**src/rtl/remove_lock_ownership_table_top_macros.svh**
```systemverilog
// ----------------------------------------------------------------------------
// Assertion macros for the lock ownership table
// Shared concurrent assertion forms, clocked on clk, held off during reset.
// ----------------------------------------------------------------------------
`ifndef REMOVE_LOCK_OWNERSHIP_TABLE_TOP_MACROS_SVH
`define REMOVE_LOCK_OWNERSHIP_TABLE_TOP_MACROS_SVH

// consequent checked in the same cycle
`define LOT_AST_SAME(lbl, ante, cons, msg) \
	lbl: assert property (@(posedge clk) disable iff (!arst_n) (ante) |-> (cons)) else $error(msg);

// consequent checked in the next cycle
`define LOT_AST_NEXT(lbl, ante, cons, msg) \
	lbl: assert property (@(posedge clk) disable iff (!arst_n) (ante) |=> (cons)) else $error(msg);

`endif

```
**src/rtl/lot_pkg.sv**
```systemverilog
// ----------------------------------------------------------------------------
// Lock ownership table package
// Command and status codes, request and response payloads, control structs.
// ----------------------------------------------------------------------------
package lot_pkg;

	localparam logic [2:0] CMD_INIT         = 3'd0;
	localparam logic [2:0] CMD_ACQUIRE      = 3'd1;
	localparam logic [2:0] CMD_RELEASE      = 3'd2;
	localparam logic [2:0] CMD_RELEASE_WAIT = 3'd3;
	localparam logic [2:0] CMD_QUERY        = 3'd4;
	localparam logic [2:0] CMD_CHECK        = 3'd5;
	localparam logic [2:0] CMD_FORGET       = 3'd6;

	localparam logic [3:0] ST_OK        = 4'd0;
	localparam logic [3:0] ST_ZERO      = 4'd1;
	localparam logic [3:0] ST_ALIGN     = 4'd2;
	localparam logic [3:0] ST_SIZE      = 4'd3;
	localparam logic [3:0] ST_RANGE     = 4'd4;
	localparam logic [3:0] ST_DUP       = 4'd5;
	localparam logic [3:0] ST_OVERLAP   = 4'd6;
	localparam logic [3:0] ST_FULL      = 4'd7;
	localparam logic [3:0] ST_UNKNOWN   = 4'd8;
	localparam logic [3:0] ST_MISMATCH  = 4'd9;
	localparam logic [3:0] ST_REFLIMIT  = 4'd10;
	localparam logic [3:0] ST_NOTAG     = 4'd11;
	localparam logic [3:0] ST_DRAINING  = 4'd12;
	localparam logic [3:0] ST_PARTIAL   = 4'd13;
	localparam logic [3:0] ST_HASREFS   = 4'd14;

	localparam logic [0:0] CFG_RETAIL = 1'b0;
	localparam logic [0:0] CFG_DEBUG  = 1'b1;

	typedef struct packed {
		logic [2:0]  cmd;
		logic [63:0] base_address;
		logic [63:0] length;
		logic [63:0] tag_value;
		logic [63:0] owner_device;
	} req_t;

	typedef struct packed {
		logic [3:0]  status;
		logic        acquired;
		logic        drained_flag;
		logic [63:0] reg_owner;
		logic [31:0] reg_size;
	} rsp_t;

	typedef struct packed {
		logic start;
		logic sscan;
		logic rscan;
		logic fscan;
		logic commit;
	} dp_ctl_t;

	typedef struct packed {
		logic mod_done;
		logic out_busy;
	} dp_sts_t;

endpackage

```
**src/rtl/lot_ctrl.sv**
```systemverilog
// ----------------------------------------------------------------------------
// Lock ownership table controller
// Sequences slot scan, tag store scan, range scan and the final update.
// ----------------------------------------------------------------------------
module lot_ctrl import lot_pkg::*; #(
	parameter int LOCK_SLOTS = 16,
	parameter int REF_LIMIT  = 64,
	parameter int IW         = 7
) (
	input  logic          clk,
	input  logic          arst_n,
	input  logic          req_valid,
	output logic          req_ready,
	input  dp_sts_t       sts,
	output dp_ctl_t       ctl,
	output logic [IW-1:0] idx
);
	typedef enum logic [4:0] {
		S_IDLE  = 5'b00001,
		S_SSCAN = 5'b00010,
		S_RSCAN = 5'b00100,
		S_FSCAN = 5'b01000,
		S_FIN   = 5'b10000
	} state_t;

	state_t state_q;
	logic [IW-1:0] idx_q;
	logic fin_go;

	assign fin_go    = (state_q == S_FIN) && sts.mod_done && !sts.out_busy;
	assign req_ready = (state_q == S_IDLE);
	assign idx       = idx_q;

	always_comb begin
		ctl.start  = (state_q == S_IDLE) && req_valid;
		ctl.sscan  = (state_q == S_SSCAN);
		ctl.rscan  = (state_q == S_RSCAN);
		ctl.fscan  = (state_q == S_FSCAN);
		ctl.commit = fin_go;
	end

	always_ff @(posedge clk or negedge arst_n) begin
		if (!arst_n) begin
			state_q <= S_IDLE;
			idx_q   <= '0;
		end else begin
			case (state_q)
				S_IDLE: begin
					idx_q <= '0;
					if (req_valid) state_q <= S_SSCAN;
				end
				S_SSCAN: begin
					if (idx_q == IW'(LOCK_SLOTS - 1)) begin
						idx_q   <= '0;
						state_q <= S_RSCAN;
					end else idx_q <= idx_q + 1'b1;
				end
				S_RSCAN: begin
					// idx runs on to REF_LIMIT to cover the registered read
					if (idx_q == IW'(REF_LIMIT)) begin
						idx_q   <= '0;
						state_q <= S_FSCAN;
					end else idx_q <= idx_q + 1'b1;
				end
				S_FSCAN: begin
					if (idx_q == IW'(LOCK_SLOTS - 1)) begin
						idx_q   <= '0;
						state_q <= S_FIN;
					end else idx_q <= idx_q + 1'b1;
				end
				S_FIN: begin
					if (fin_go) state_q <= S_IDLE;
				end
				default: state_q <= S_IDLE;
			endcase
		end
	end
endmodule

```
**config.mk**
```make
export PLATFORM = sky130hd
export DESIGN_NAME = lot_ctrl
export DESIGN_NICKNAME = d
export VERILOG_FILES = /design/src/rtl/remove_lock_ownership_table_top_macros.svh /design/src/rtl/lot_pkg.sv /design/src/rtl/lot_ctrl.sv
export SDC_FILE = /design/constraint.sdc
export NUM_CORES = 1
export LEC_CHECK = 0
export BUFFER_PORTS_ARGS = -buffer_cell sky130_fd_sc_hd__buf_2
export CAP_MARGIN = 20
export CORE_MARGIN = 5
export CORE_UTILIZATION = 35
export DETAILED_ROUTE_END_ITERATION = 12
export PLACE_DENSITY = 0.58
export SLEW_MARGIN = 20
export SYNTH_ARGS = -nofsm -noshare
export SYNTH_HDL_FRONTEND = slang
export SYNTH_SLANG_ARGS = --single-unit
```
**constraint.sdc**
```tcl
create_clock -name clk -period 2 [get_ports clk]
set_input_delay 0.2 -clock clk [delete_from_list [all_inputs] [get_ports clk]]
set_output_delay 0.2 -clock clk [all_outputs]
set_load 0.01 [all_outputs]
```
==> flow_summary.yaml <==
run_status:
  outcome: "finished, final reports clean"
global_routing:
  grt_use_met2: 0.2253
  grt.met1_usage: 0.1597
  antenna_found_initial: 0
  grt.overflow.total: 0
  busiest_layer: "met2"
  track_usage: 0.1309
  first_global_vias: 714
  grt_pass1_wl_mm: 3.470
  met3_usage: 0.01944
  grt_max_degree: 13
place:
  place.port_buffers: 17
  post-dp-hpwl_mm: 1.589
  dp_cells: 137
  gp_congestion: 0.8254
  pre_cts_slack_ps: 311.9
floorplanning:
  die_area_um2: 3599
  core-area_um2: 2432
  rows: 18
  die_w_um: 59.99
  initial_core_util: 0.3596
  die_h_um: 59.99
  ios: 18
layout:
  final_cells: 142
  seq_area_um2: 301.5
  nFillCells: 245
  drive_gt1_frac: 0.3036
  insertedDiodeCount: 0
  area_growth_syn_to_layout_pct: 16.60
  multi_input_area_um2: 504.2
  nNetsFinal: 120
  fin_util: 0.4192
sta:
  max_slew_margin: 0.7144
  fin_setup_tns_ps: 0
  finalSetupViolCount: 0
  hold_violations: 0
  tightest_slew_ps: 425.1
  maxSlewViolCount: 0
  max_freq_ghz: 0.5360
  grt_setup_unrepaired: "no"
  period_minus_slack_ps: 1866
  setup_slack_ps: 134.5
  finClkSkew_ps: 0.4457
  period_share: 0.9328
critical_path:
  worstPathMaxFanout: 9
  cp_data_arrival_time_ps: 1670
  path_delay_family: "simple AND/OR/NAND/NOR gates"
  cp-start-kind: "flop"
  cp_slowest_cell: "dfrtp_1"
  crit_type: "flop to primary output"
  cp_cell_sequence: "or3b_4 -> nor3_2 -> buf_2"
  max_stage_delay_ps: 540
  critPathBufInv: 1
  critPathRequiredTime_ps: 1800
  cp-end-kind: "primary output"
routing:
  post_drt_wl_per_cell_um: 14.32
  drc: 0
  drtIter0Drc: 25
  vias_per_cell: 5.183
  firstDrtPassIters: 4
  drt-total-wl_mm: 2.034
  ant_nets: 0
  vias: 736
logic_synthesis:
  syn-cell-area_um2: 874.6
  yosysUniqueCellTypes: 41
  yosysWarnings: 0
  ys_seq_area_frac: 0.3448
  synth_seq_cells: 12
  yosysTopAreaCellShare: 0.3147
  syn_area_per_cell_um2: 9.404
  syn_inst: 93
  yosys-top-cells-area: "dfrtp_1 (31%), inv_1 (3.9%), nor2_1 (3.9%), o221ai_2 (3.4%), dfstp_2 (3.0%)"
  yosysTopAreaCell: "dfrtp_1"
  syn_nets: 100
clocking:
  cts_buffers: 3
  cts_setup_buffers: 0
  cts.clk_slew.worst_paths_ps: 80
  clock_latency_ps: 280
  cts_buffer_depth: 2
  cts_root_buffer: "clkbuf_4"
  cts.htree.levels: 1
  tritoncts: "built"
  clock_sinks: 12
power_and_ir_drop:
  ir_drop_uv: 522.5
  leakagePower_nw: 0.4666
  power_density_nw_per_um2: 1112
flow_run:
  cap_violations: 0
hold_path:
  min_path_type: "input pin to flop"
==> through the flow <==
| stage | cell area [µm²] | hold WS, ps | total power (W) |
|---|---|---|---|
| 2_1_floorplan | 874.6 | -95.59 | 0.0008045 |
| 4_1_cts | 1020 | 79.60 | 0.001139 |
| 6_report | 1020 | 81.81 | 0.001134 |
| 3_3_place_gp | 973.4 | 98.77 | 0.0009267 |
| 3_5_place_dp | 973.4 | 103.4 | 0.0009358 |
| 5_1_grt | 1020 | 89.79 | 0.001214 |
==> synthesized netlist by cell type, drive strengths merged <==
cell / count
a211o: 1
a211oi: 1
a21o: 2
a21oi: 2
a22o: 1
a22oi: 1
a2bb2oi: 1
and2: 1
and3: 1
and4bb: 1
buf: 4
dfrtp: 11
dfstp: 1
ha: 2
inv: 10
mux2i: 1
nand2: 7
nand2b: 1
nand3: 4
nor2: 10
nor2b: 3
nor3: 3
nor3b: 2
nor4b: 1
o211ai: 3
o21a: 2
o21ai: 4
o221ai: 4
o22ai: 3
or3: 1
or3b: 2
xnor2: 2
==> cells by family (layout without fill, tap and decap cells) <==
kind of cell / after synthesis / after routing / synth area share
buf+inv: 14 / 33 / 0.07867
xor+xnor: 2 / 2 / 0.02003
mux: 1 / 1 / 0.01145
compound gates: 25 / 25 / 0.2732
simple gates: 37 / 37 / 0.2432
flops: 12 / 12 / 0.3448
fa+ha+maj: 2 / 2 / 0.02861
==> sequential cells by signal (all words and copies together) (netlist names) <==
name     count
state_q      5
idx          7
==> metal layers <==
metal / share of wire / routed length, µm
met1: 0.42 / 862
met2: 0.52 / 1055
met3: 0.035 / 72
met4: 0.022 / 44
met5: 0 / 0
==> placed cells by master (no fill, tap or decap), drive strengths merged, types with 2 or more instances in the layout <==
cell and n:
nand2 7, a21oi 2, o22ai 3, nor2b 3, ha 2, a21o 2
nand3 4, o21ai 4, o21a 2, o211ai 3, nor2 10, nor3b 2
clkbuf 4, dfrtp 11, buf 18, nor3 3, xnor2 2, or3b 2
inv 10, o221ai 4
==> what timing repair did <==
item,4_1_cts,5_1_grt
gates resized for setup,0,0
hold endpoints to repair,11,0
hold buffers,1,0
==> final timing paths <==
path	from	to	slack (ps)	cells past startpoint
min reg2reg	idx[0]$_DFFE_PN0P_	idx[0]$_DFFE_PN0P_	550	1
max reg2reg	idx[0]$_DFFE_PN0P_	idx[6]$_DFFE_PN0P_	290	6
max	state_q[1]$_DFFE_PN0P_	ctl[3]	130	3
min in group asynchronous	arst_n	idx[3]$_DFFE_PN0P_	330	2
max in group asynchronous	arst_n	state_q[0]$_DFFE_PN1P_	1400	2
min	req_valid	state_q[0]$_DFFE_PN1P_	80	2
==> where the power goes <==
part	internal, W	switching [W]
clock	0.000111	0.0000919
combinational	0.000236	0.000331
sequential	0.000289	0.0000756
==> final cells by class <==
type,count,area share
Inverter,10,0.03681
Tap cell,30,0.03681
Sequential cell,12,0.2957
Multi-Input combinational cell,67,0.4945
Timing Repair Buffer,19,0.1006
Clock buffer,4,0.03558
(Power assumes the default switching activity.)
